**src/hw/rtl/egv_pkg.sv**
```systemverilog
`default_nettype none
package egv_pkg;

	localparam int DATA_W  = 32;
	localparam int FRAC_W  = 24;
	localparam int ACC_W   = 44;
	localparam int DEN_W   = ACC_W - 1;
	localparam int NUM_W   = 57;
	localparam int DIM_DEF = 3;

	localparam logic [2:0] OP_LOAD_F   = 3'd0;
	localparam logic [2:0] OP_LOAD_FP  = 3'd1;
	localparam logic [2:0] OP_LOAD_DFP = 3'd2;
	localparam logic [2:0] OP_COMPUTE  = 3'd3;
	localparam logic [2:0] OP_READ     = 3'd4;

	typedef logic signed [DATA_W-1:0] data_t;
	typedef logic signed [ACC_W-1:0]  acc_t;

	typedef struct packed {
		logic clr;
		logic vld;
		logic sub;
	} mac_ctl_t;

	localparam data_t ONE_Q   = 32'sh0100_0000;
	localparam acc_t  SAT_MAX = acc_t'(64'sh0000_0000_7FFF_FFFF);
	localparam acc_t  SAT_MIN = acc_t'(-64'sh0000_0000_8000_0000);

	function automatic data_t sat32(input acc_t v);
		if (v > SAT_MAX) begin
			return data_t'(SAT_MAX[DATA_W-1:0]);
		end
		if (v < SAT_MIN) begin
			return data_t'(SAT_MIN[DATA_W-1:0]);
		end
		return data_t'(v[DATA_W-1:0]);
	endfunction

endpackage
`default_nettype wire

```
**src/hw/rtl/egv_mac.sv**
```systemverilog
`default_nettype none
module egv_mac (
	input  wire logic              clk,
	input  wire logic              arst_n,
	input  wire egv_pkg::mac_ctl_t ctl,
	input  wire egv_pkg::data_t    a,
	input  wire egv_pkg::data_t    b,
	output egv_pkg::acc_t          acc
);

	logic signed [2*egv_pkg::DATA_W-1:0] prod_s1;
	logic signed [2*egv_pkg::DATA_W-1:0] rnd;
	logic                                vld_s1;
	logic                                sub_s1;
	egv_pkg::acc_t                       term;
	egv_pkg::acc_t                       acc_q;

	always_ff @(posedge clk or negedge arst_n) begin
		if (!arst_n) begin
			vld_s1 <= 1'b0;
		end else begin
			vld_s1 <= ctl.vld;
		end
	end

	always_ff @(posedge clk) begin
		prod_s1 <= a * b;
		sub_s1  <= ctl.sub;
	end

	assign rnd  = (prod_s1 + (64'sd1 <<< (egv_pkg::FRAC_W - 1))) >>> egv_pkg::FRAC_W;
	assign term = egv_pkg::acc_t'(rnd[egv_pkg::ACC_W-1:0]);

	always_ff @(posedge clk or negedge arst_n) begin
		if (!arst_n) begin
			acc_q <= '0;
		end else if (ctl.clr) begin
			acc_q <= '0;
		end else if (vld_s1) begin
			acc_q <= sub_s1 ? acc_q - term : acc_q + term;
		end
	end

	assign acc = acc_q;

	a_clr_idle: assert property (@(posedge clk) disable iff (!arst_n) ctl.clr |-> !vld_s1)
		else $error("accumulator cleared with a product in flight");

endmodule
`default_nettype wire

```
**config.mk**
```make
export PLATFORM = sky130hd
export DESIGN_NAME = egv_mac
export DESIGN_NICKNAME = d
export VERILOG_FILES = /design/src/hw/rtl/egv_pkg.sv /design/src/hw/rtl/egv_mac.sv
export SDC_FILE = /design/constraint.sdc
export NUM_CORES = 2
export LEC_CHECK = 0
export ABC_AREA = 1
export BUFFER_PORTS_ARGS = -buffer_cell sky130_fd_sc_hd__clkbuf_2
export CAP_MARGIN = 20
export CORE_UTILIZATION = 50
export CTS_CLUSTER_DIAMETER = 120
export DETAILED_ROUTE_END_ITERATION = 7
export PLACE_DENSITY = 0.64
export SLEW_MARGIN = 0
export SYNTH_ARGS = -nofsm -noshare
export SYNTH_HDL_FRONTEND = slang
export SYNTH_SLANG_ARGS = --single-unit
```
**constraint.sdc**
```tcl
create_clock -name clk -period 10 [get_ports clk]
set_clock_uncertainty 0.1 [all_clocks]
set_input_delay 1.5 -clock clk [delete_from_list [all_inputs] [get_ports clk]]
set_output_delay 1.5 -clock clk [all_outputs]
set_load 0.01 [all_outputs]
```
==> impl_metrics.tcl <==
set metrics [dict create \
    status "finished clean" \
    cp_slowest_cell "fa_1" \
    final_util 0.5302 \
    critPathRequiredTime_ns 10.20 \
    grt_first_pass_wirelength_um 211200 \
    cp-end-kind "flip-flop" \
    crit_path_max_fanout 22 \
    htree_levels 3 \
    vias 35990 \
    slew_viol_final 0 \
    die_area_mm2 0.09105 \
    dr_wl_met3_um 6993 \
    cts_sinks 87 \
    antenna_cells 0 \
    synth_area_leader_cell "fa_1" \
    fp.dieH_um 301.7 \
    synth_edf_count 0 \
    cp_top_family "adder cells" \
    worst-path-buf-inv 9 \
    finalWeightedCongestion 0.9473 \
    syn-instance-count 5850 \
    syn_nets 7226 \
    drive_gt1_frac 0.04502 \
    tns_ns 0 \
    synthesis.area_mm2 0.04492 \
    r2r-start "prod_s1[23]" \
    first_pass_iters 7 \
    drtIter0Drc 2449 \
    worst_pin_slew_ns 1.033 \
    finalHoldViolCount 0 \
    synth_top_area_frac 0.4822 \
    drv_cap 0 \
    fillCellCount 8670 \
    grt_pass1_vias 38870 \
    hpwl_um 112100 \
    met1_length_um 55440 \
    yosys-top-cells-count "inv_1 (1686), nand2_1 (1540), fa_1 (1082)" \
    synth.yosys.seq_area_share 0.04378 \
    numPortBuffers 112 \
    dr_wl_met2_um 62530 \
    post_cts_buffers 0 \
    criticalPathCategory "in -> reg" \
    rows 109 \
    clkTransAtPathRegs_ns 0.06 \
    synth-seq-cells 87 \
    cp-start-kind "primary input" \
    min-delay-start "acc[38]" \
    coreArea_mm2 0.08865 \
    async_flop_share 0.5172 \
    ant_nets 0 \
    grt_setup_unrepaired "false" \
    yosysMostFrequentCell "inv_1" \
    fin_crit_sh 0.9099 \
    cts.path.max_buffers 2 \
    slew_headroom 0.3116 \
    yosysUniqueCellTypes 51 \
    crit_path_start "b[6]" \
    die_x_um 301.7 \
    wl_per_cell_um 18.24 \
    wl_um 127800 \
    nets 7213 \
    vias_per_cell 5.136 \
    highest_layer "met4" \
    cts-resized-gates 0 \
    min_period_ns 9.099 \
    start_util 0.5067 \
    max_clock_freq_mhz 109.9 \
    setup_viol 0 \
    grt_overflow 0 \
    cts_buffers 9 \
    synth_area_leaders "fa_1 (48%), inv_1 (14%), nand2_1 (13%), ha_1 (6.3%), nor2_1 (2.7%)" \
    clk_latency_ns 0.37 \
    drc_errors 0 \
    cts_tree "done" \
    avgSynthCellArea_um2 7.679 \
    antenna_found_initial 0 \
    io_pins 113 \
    cts_hold_buf 0 \
    grt_start_max_net_pins 46 \
    cts_root_buffer "clkbuf_16" \
    arrival_ns 9.30 \
    holdCritPathClass "reg -> reg" \
    synth_ff_type "dfrtp_1" \
    synth_warnings 0 \
    grt_util_all_layers 0.2974 \
    area_delta_synth_final_pct 4.626 \
    cp_slowest_stage_delay_ns 0.84 \
]
[final timing paths]
kind / endpoint / slack [ns] / depth (start not counted)
min in group asynchronous: acc[35] / 1.12 / 2
max reg2reg: acc[32] / 4.43 / 22
min: acc[38] / 0.42 / 2
max: prod_s1[59] / 0.90 / 25
min reg2reg: acc[38] / 0.42 / 2
max in group asynchronous: acc[2] / 8.27 / 2
[kinds of logic after synthesis]
family,synth area share
adder cells (fa/ha/maj),0.5449
AND/OR/NAND/NOR,0.1819
XOR/XNOR,0.02139
flip-flops,0.04378
AO/OA/AOI/OAI,0.04947
buffers and inverters,0.1586
[registers in the layout (all words and copies together) (netlist names)]
name and count:
acc 44, prod_s1 41, sub_s1 1, vld_s1 1
[through the flow]
stage | instance area [µm²] | setup slack [ns] | hold slack, ns | std cells
after CTS | 47000 | 0.8503 | 0.4195 | 7007
final | 47000 | 0.9014 | 0.4154 | 7007
after global routing | 47000 | 0.3851 | 0.4528 | 7007
after detailed placement | 46700 | 0.4837 | 0.4046 | 6991
after global placement | 46700 | 0.5773 | 0.3983 | 6991
after floorplan | 44920 | 1.684 | 0.4364 | 5850
[worst register-to-register path: cells and delay by family, from the launching register on]
kind,cells,cell delay [ns]
xor gates and xnor gates,2,0.41
buffers and inverters,4,0.40
and+or+nand+nor,8,1.51
adders and majority gates,3,1.11
AOI/OAI and AO/OA,5,1.37
DFF,1,0.57
[per-layer routing]
layer / GRT usage / up-vias
li1: - / 16580
met1: 0.4072 / 18100
met2: 0.5168 / 1144
met3: 0.02471 / 171
met4: 0.06337 / 0
met5: 0 / -
[cell type report]
| class | instances | area [µm²] | share of cell area |
|---|---|---|---|
| Sequential cell | 87 | 1967 | 0.04185 |
| Tap cell | 1165 | 1458 | 0.03101 |
| Inverter | 1692 | 6351 | 0.1351 |
| Clock inverter | 4 | 26.28 | 0.0005590 |
| Multi-Input combinational cell | 3865 | 35830 | 0.7624 |
| Clock buffer | 12 | 277.8 | 0.005910 |
| Timing Repair Buffer | 182 | 1086 | 0.02311 |
[cells in the final DEF (no fill, tap or decap), drive strengths merged, types with 3 or more instances in the layout]
cell / netlist / layout
a211oi: 3 / 3
a21boi: 6 / 6
a21o: 31 / 31
a21oi: 149 / 149
a31oi: 23 / 23
and2: 3 / 3
and3: 4 / 4
buf: 3 / 70
clkbuf: 203 / 124
clkinv: 2 / 5
dfrtp: 45 / 45
dfxtp: 42 / 42
fa: 1082 / 1082
ha: 225 / 225
inv: 1690 / 1690
nand2: 1549 / 1549
nand3: 87 / 87
nand4: 28 / 28
nor2: 345 / 345
nor3: 24 / 24
nor4: 7 / 7
o211ai: 5 / 5
o21a: 8 / 8
o21ai: 133 / 133
o21bai: 12 / 12
o31ai: 9 / 9
or2: 10 / 10
xnor2: 40 / 40
xor2: 68 / 68
Power is not shown: default switching activity piles up to over one toggle a cycle in this logic, so the estimate is an artifact.
