## src/hw/rtl/egv_pkg.sv

```systemverilog
`default_nettype none
package egv_pkg;

	localparam int DATA_W  = 32;
	localparam int FRAC_W  = 24;
	localparam int ACC_W   = 44;
	localparam int DEN_W   = ACC_W - 1;
	localparam int NUM_W   = 57;
	localparam int DIM_DEF = 3;

	localparam logic [2:0] OP_LOAD_F   = 3'd0;
	localparam logic [2:0] OP_LOAD_FP  = 3'd1;
	localparam logic [2:0] OP_LOAD_DFP = 3'd2;
	localparam logic [2:0] OP_COMPUTE  = 3'd3;
	localparam logic [2:0] OP_READ     = 3'd4;

	typedef logic signed [DATA_W-1:0] data_t;
	typedef logic signed [ACC_W-1:0]  acc_t;

	typedef struct packed {
		logic clr;
		logic vld;
		logic sub;
	} mac_ctl_t;

	localparam data_t ONE_Q   = 32'sh0100_0000;
	localparam acc_t  SAT_MAX = acc_t'(64'sh0000_0000_7FFF_FFFF);
	localparam acc_t  SAT_MIN = acc_t'(-64'sh0000_0000_8000_0000);

	function automatic data_t sat32(input acc_t v);
		if (v > SAT_MAX) begin
			return data_t'(SAT_MAX[DATA_W-1:0]);
		end
		if (v < SAT_MIN) begin
			return data_t'(SAT_MIN[DATA_W-1:0]);
		end
		return data_t'(v[DATA_W-1:0]);
	endfunction

endpackage
`default_nettype wire

```

## src/hw/rtl/egv_div.sv

```systemverilog
`default_nettype none
module egv_div (
	input  wire logic                        clk,
	input  wire logic                        arst_n,
	input  wire logic                        start,
	input  wire logic [egv_pkg::NUM_W-1:0]   num,
	input  wire logic [egv_pkg::DEN_W-1:0]   den,
	output logic                             busy,
	output logic                             done,
	output logic [egv_pkg::NUM_W-1:0]        quot
);

	localparam int CNT_W = $clog2(egv_pkg::NUM_W + 1);

	logic [CNT_W-1:0]            cnt_q;
	logic                        busy_q;
	logic                        done_q;
	logic [egv_pkg::DEN_W:0]     rem_q;
	logic [egv_pkg::DEN_W:0]     rem_sh;
	logic [egv_pkg::NUM_W-1:0]   q_q;
	logic [egv_pkg::DEN_W-1:0]   den_q;
	logic                        fit;

	assign rem_sh = {rem_q[egv_pkg::DEN_W-1:0], q_q[egv_pkg::NUM_W-1]};
	assign fit    = rem_sh >= {1'b0, den_q};

	always_ff @(posedge clk or negedge arst_n) begin
		if (!arst_n) begin
			busy_q <= 1'b0;
			done_q <= 1'b0;
			cnt_q  <= '0;
		end else begin
			done_q <= !start && busy_q && (cnt_q == CNT_W'(1));
			if (start) begin
				busy_q <= 1'b1;
				cnt_q  <= CNT_W'(egv_pkg::NUM_W);
			end else if (busy_q) begin
				cnt_q <= cnt_q - 1'b1;
				if (cnt_q == CNT_W'(1)) begin
					busy_q <= 1'b0;
				end
			end
		end
	end

	always_ff @(posedge clk) begin
		if (start) begin
			q_q   <= num;
			rem_q <= '0;
			den_q <= den;
		end else if (busy_q) begin
			rem_q <= fit ? rem_sh - {1'b0, den_q} : rem_sh;
			q_q   <= {q_q[egv_pkg::NUM_W-2:0], fit};
		end
	end

	assign busy = busy_q;
	assign done = done_q;
	assign quot = q_q;

	a_start_free: assert property (@(posedge clk) disable iff (!arst_n) start |-> !busy_q)
		else $error("divider restarted while busy");

endmodule
`default_nettype wire

```

## config.mk

```make
export PLATFORM = sky130hd
export DESIGN_NAME = egv_div
export DESIGN_NICKNAME = d
export VERILOG_FILES = /design/src/hw/rtl/egv_pkg.sv /design/src/hw/rtl/egv_div.sv
export SDC_FILE = /design/constraint.sdc
export NUM_CORES = 1
export LEC_CHECK = 0
export ABC_CLOCK_PERIOD_IN_PS = 3400
export BUFFER_PORTS_ARGS = -buffer_cell sky130_fd_sc_hd__buf_2
export CAP_MARGIN = 10
export CORE_ASPECT_RATIO = 1.25
export CORE_UTILIZATION = 25
export CTS_CLUSTER_DIAMETER = 120
export DETAILED_ROUTE_END_ITERATION = 7
export PLACE_DENSITY_LB_ADDON = 0.1
export SKIP_LAST_GASP = 1
export SLEW_MARGIN = 20
export SYNTH_ARGS = -nofsm -noshare
export SYNTH_HDL_FRONTEND = slang
export SYNTH_SLANG_ARGS = --single-unit
```

## constraint.sdc

```tcl
create_clock -name clk -period 3.4 [get_ports clk]
set_clock_uncertainty 0.05 [all_clocks]
set_input_delay 0.51 -clock clk [delete_from_list [all_inputs] [get_ports clk]]
set_output_delay 0.51 -clock clk [all_outputs]
set_load 0.02 [all_outputs]
```

==> metrics.log <==
INFO  metric run_status = complete, no violations
INFO  metric cp.required = 3.66 ns
INFO  metric p_per_area = 763 mW/mm²
INFO  metric timing.max_cap.violations = 0
INFO  metric pin_count_of_the_biggest_net_entering_global_routing = 83
INFO  metric routed-via-count = 6724
INFO  metric power.share.clock = 25.1%
INFO  metric die_h = 211 µm
INFO  metric path_delay_family = compound AO/OA/AOI/OAI gates
INFO  metric drive_gt1_share = 28.3%
INFO  metric antenna_left = 0
INFO  metric cpMaxStageDelayCell = sky130_fd_sc_hd__fa_1
INFO  metric finalHoldViolations = 0
INFO  metric crit_fanout = 16
INFO  metric drc = 0
INFO  metric finalSetupViolations = 0
INFO  metric synth.distinct_cells = 62
INFO  metric detail_route.wirelength = 23.3 mm
INFO  metric synth_top_cell_area_share = 34.3%
INFO  metric placedInstanceArea = 0.0101 mm²
INFO  metric route.detailed.wl_per_inst = 15.6 µm
INFO  metric total_power = 8.24 mW
INFO  metric syn-cell-area = 0.00877 mm²
INFO  metric p_sw = 3.16 mW
INFO  metric clock_latency = 0.45 ns
INFO  metric clock_tree_from_tritoncts = yes
INFO  metric ys_warn_count = 0
INFO  metric seq_power_share = 30.8%
INFO  metric critPathArrivalTime = 3.47 ns
INFO  metric number_of_buffers_created_by_cts = 17
INFO  metric clock-root-buffer = sky130_fd_sc_hd__clkbuf_16
INFO  metric synth_flop_cell = sky130_fd_sc_hd__edfxtp_1
INFO  metric global_route_wire_length_before_repair = 37.9 mm
INFO  metric dieWidth = 169 µm
INFO  metric via_count_of_the_first_global_routing_pass = 7033
INFO  metric min_period_over_period = 94.6%
INFO  metric final_max_slew_viol_count = 0
INFO  metric mean_syn_cell_area = 10.2 µm²
INFO  metric reg2reg_slack = 0.18 ns
INFO  metric ioPinCount = 162
INFO  metric p_leak = 4.58 nW
INFO  metric p_sw_share = 38.3%
INFO  metric antenna-diode-count = 0
INFO  metric gr-total-overflow = 0
INFO  metric critPathKind = flop to flop
INFO  metric yosysTopAreaCell = sky130_fd_sc_hd__edfxtp_1
INFO  metric timing.critical_path.buf_inv = 2
INFO  metric finish.instance_area = 0.0108 mm²
INFO  metric path_clk_slew = 0.07 ns
INFO  metric antenna_violations_before_repair = 2
INFO  metric cpPeakStageDelay = 0.40 ns
INFO  metric synth_area_leaders = sky130_fd_sc_hd__edfxtp_1, sky130_fd_sc_hd__dfxtp_1, sky130_fd_sc_hd__mux2_2
INFO  metric clkSinkCount = 151
INFO  metric power.ir.vdd_worst = 315 µV
INFO  metric worstSetupStartpointType = flop
INFO  metric min_period = 3.22 ns
INFO  metric detail_route.iter0.violations = 239
INFO  metric cts-htree-levels = 4
INFO  metric synth_seq_area_share = 46.4%
INFO  metric number_of_port_buffers = 161
INFO  metric gpl.final_weighted_congestion = 0.784
INFO  metric synth.net_count = 1007
INFO  metric synthArstFlopShare = 5.30%
INFO  metric power_frac_comb = 44.1%
INFO  metric power.internal = 5.08 mW
INFO  metric dp_hpwl = 16.9 mm
INFO  metric drt-vias-per-instance = 4.51
INFO  metric setup.worst_path.end_class = flop
INFO  metric rows = 76
INFO  metric effective_utilization_at_floorplan = 25.4%
INFO  metric coreArea = 0.0345 mm²
INFO  metric cts_buffer_depth = 2
INFO  metric worstHoldPathType = input port to flop
INFO  metric critical_path.cell_chain = inv_1 > ha_1 > fa_1 > nand2b_2 > a211oi_4 > o21bai_2 > a21boi_2 > o311a_4 > o21ai_4 > o21a_1 > buf_6 > a21oi_1 > a21boi_1 > nor3_1
INFO  metric layout_net_count = 1161
INFO  metric worst-slew-pin-transition = 0.857 ns
INFO  metric max_slew_margin = 42.8%
INFO  metric achievable-frequency = 311 MHz
INFO  metric number_of_enable_flip_flop_cells_after_synthesis = 100
INFO  metric synth-seq-cells = 151
INFO  metric floorplan.die_area = 0.0358 mm²
INFO  metric area_growth = 23.3%
INFO  metric drtPass1Iterations = 4
INFO  metric global_route.usage.total = 13.6%
INFO  metric syn_inst = 858
[sequential cells by signal, summed over array words and instances (netlist names)]
name / count
den_q: 43
done: 1
cnt_q: 6
rem_q: 43
busy: 1
quot: 57
[final cells by class]
type | instances | area [µm²]
fill | 3669 | 23700
multi-input combinational | 600 | 4260
sequential | 151 | 4070
timing repair buffer | 185 | 1060
tap | 468 | 586
clock buffer | 17 | 425
inverter | 57 | 214
clock inverter | 14 | 199
[placed cells by master, fill, tap and decap left out, types with 6 or more instances in the layout]
cell type,n
sky130_fd_sc_hd__buf_2,160
sky130_fd_sc_hd__edfxtp_1,100
sky130_fd_sc_hd__nor2_1,82
sky130_fd_sc_hd__a21oi_1,72
sky130_fd_sc_hd__inv_1,57
sky130_fd_sc_hd__mux2_2,57
sky130_fd_sc_hd__nand2_1,56
sky130_fd_sc_hd__ha_1,45
sky130_fd_sc_hd__dfxtp_1,43
sky130_fd_sc_hd__a211oi_1,35
sky130_fd_sc_hd__o21ai_0,30
sky130_fd_sc_hd__xnor2_1,27
sky130_fd_sc_hd__a21o_1,24
sky130_fd_sc_hd__nor3_1,23
sky130_fd_sc_hd__clkbuf_16,17
sky130_fd_sc_hd__buf_4,17
sky130_fd_sc_hd__xor2_1,16
sky130_fd_sc_hd__nand4_1,13
sky130_fd_sc_hd__mux2i_1,10
sky130_fd_sc_hd__o21bai_1,9
sky130_fd_sc_hd__nand2b_1,9
sky130_fd_sc_hd__nand3_1,7
sky130_fd_sc_hd__nor3b_1,7
sky130_fd_sc_hd__dfrtp_1,7
sky130_fd_sc_hd__o21a_1,6
[logic make-up (layout without fill, tap and decap cells)]
family	after synthesis	after routing	share of synthesized area [%]
AOI/OAI and AO/OA	227	227	17.5
and+or+nand+nor	217	217	11.4
buffers and inverters	107	273	5.27
xor gates and xnor gates	43	43	4.30
DFF	151	151	46.4
adders and majority gates	46	46	6.65
muxes	67	67	8.46
[worst paths after layout]
path	from	end	cells past startpoint
worst max-delay path	quot[56]	rem_q[40]	14
worst min-delay path	den[22]	den_q[22]	1
worst max register to register	quot[56]	rem_q[40]	14
worst min register to register	rem_q[41]	rem_q[42]	2
max in group asynchronous	arst_n	busy	2
min in group asynchronous	arst_n	done	2
[synth_stat cells, types with 8 or more instances]
cell and number:
sky130_fd_sc_hd__dfxtp_1 43, sky130_fd_sc_hd__nor3_1 23, sky130_fd_sc_hd__nand4_1 13, sky130_fd_sc_hd__dfrtp_1 8, sky130_fd_sc_hd__xnor2_1 27, sky130_fd_sc_hd__o21ai_0 30
sky130_fd_sc_hd__nand2b_1 10, sky130_fd_sc_hd__edfxtp_1 100, sky130_fd_sc_hd__nor2_1 82, sky130_fd_sc_hd__a21o_1 24, sky130_fd_sc_hd__a21oi_1 72, sky130_fd_sc_hd__nand2_1 56
sky130_fd_sc_hd__mux2i_1 10, sky130_fd_sc_hd__mux2_2 57, sky130_fd_sc_hd__o21bai_1 9, sky130_fd_sc_hd__xor2_1 16, sky130_fd_sc_hd__ha_1 45, sky130_fd_sc_hd__a211oi_1 37
sky130_fd_sc_hd__clkbuf_1 29, sky130_fd_sc_hd__inv_1 57
[through the flow]
step | TNS [ns] | hold WS, ns | std cells | utilization [%] | worst slack [ns]
after global placement | 0 | 0.328 | 1459 | 29.4 | 0.196
after CTS | 0 | 0.157 | 1491 | 31.2 | 0.0964
after detailed placement | 0 | 0.321 | 1459 | 29.4 | 0.124
final | 0 | 0.185 | 1492 | 31.3 | 0.184
after global routing | -0.00375 | 0.164 | 1492 | 31.3 | -0.00375
after floorplan | 0 | 0.164 | 858 | - | 0.278
[layer usage]
| metal | share of wire, % | up-vias | global-route usage (%) |
|---|---|---|---|
| met3 | 6.2 | 20 | 4.58 |
| met1 | 45 | 3120 | 16.7 |
| met4 | 1.3 | 2 | 4.29 |
| met2 | 47 | 162 | 22.5 |
| li1 | - | 3420 | - |
| met5 | 0.051 | - | 0 |
[timing repair]
item / 4_1_cts / 5_1_grt
setup endpoints to repair: 0 / 18
endpoints found under the hold margin: 8 / 0
buffers inserted: 0 / 1
gates resized for setup: 0 / 6
hold buffers: 1 / 0
[power by group through the flow]
stage	Combinational [mW]	Sequential (mW)	Clock [mW]
floorplan	2.62	2.62	0
global placement	3.67	2.58	0
detailed placement	3.64	2.57	0
CTS	3.66	2.54	2.15
global route	4.05	2.59	2.20
finish	3.64	2.54	2.07
No activity file was read; power rests on OpenSTA's default activity.
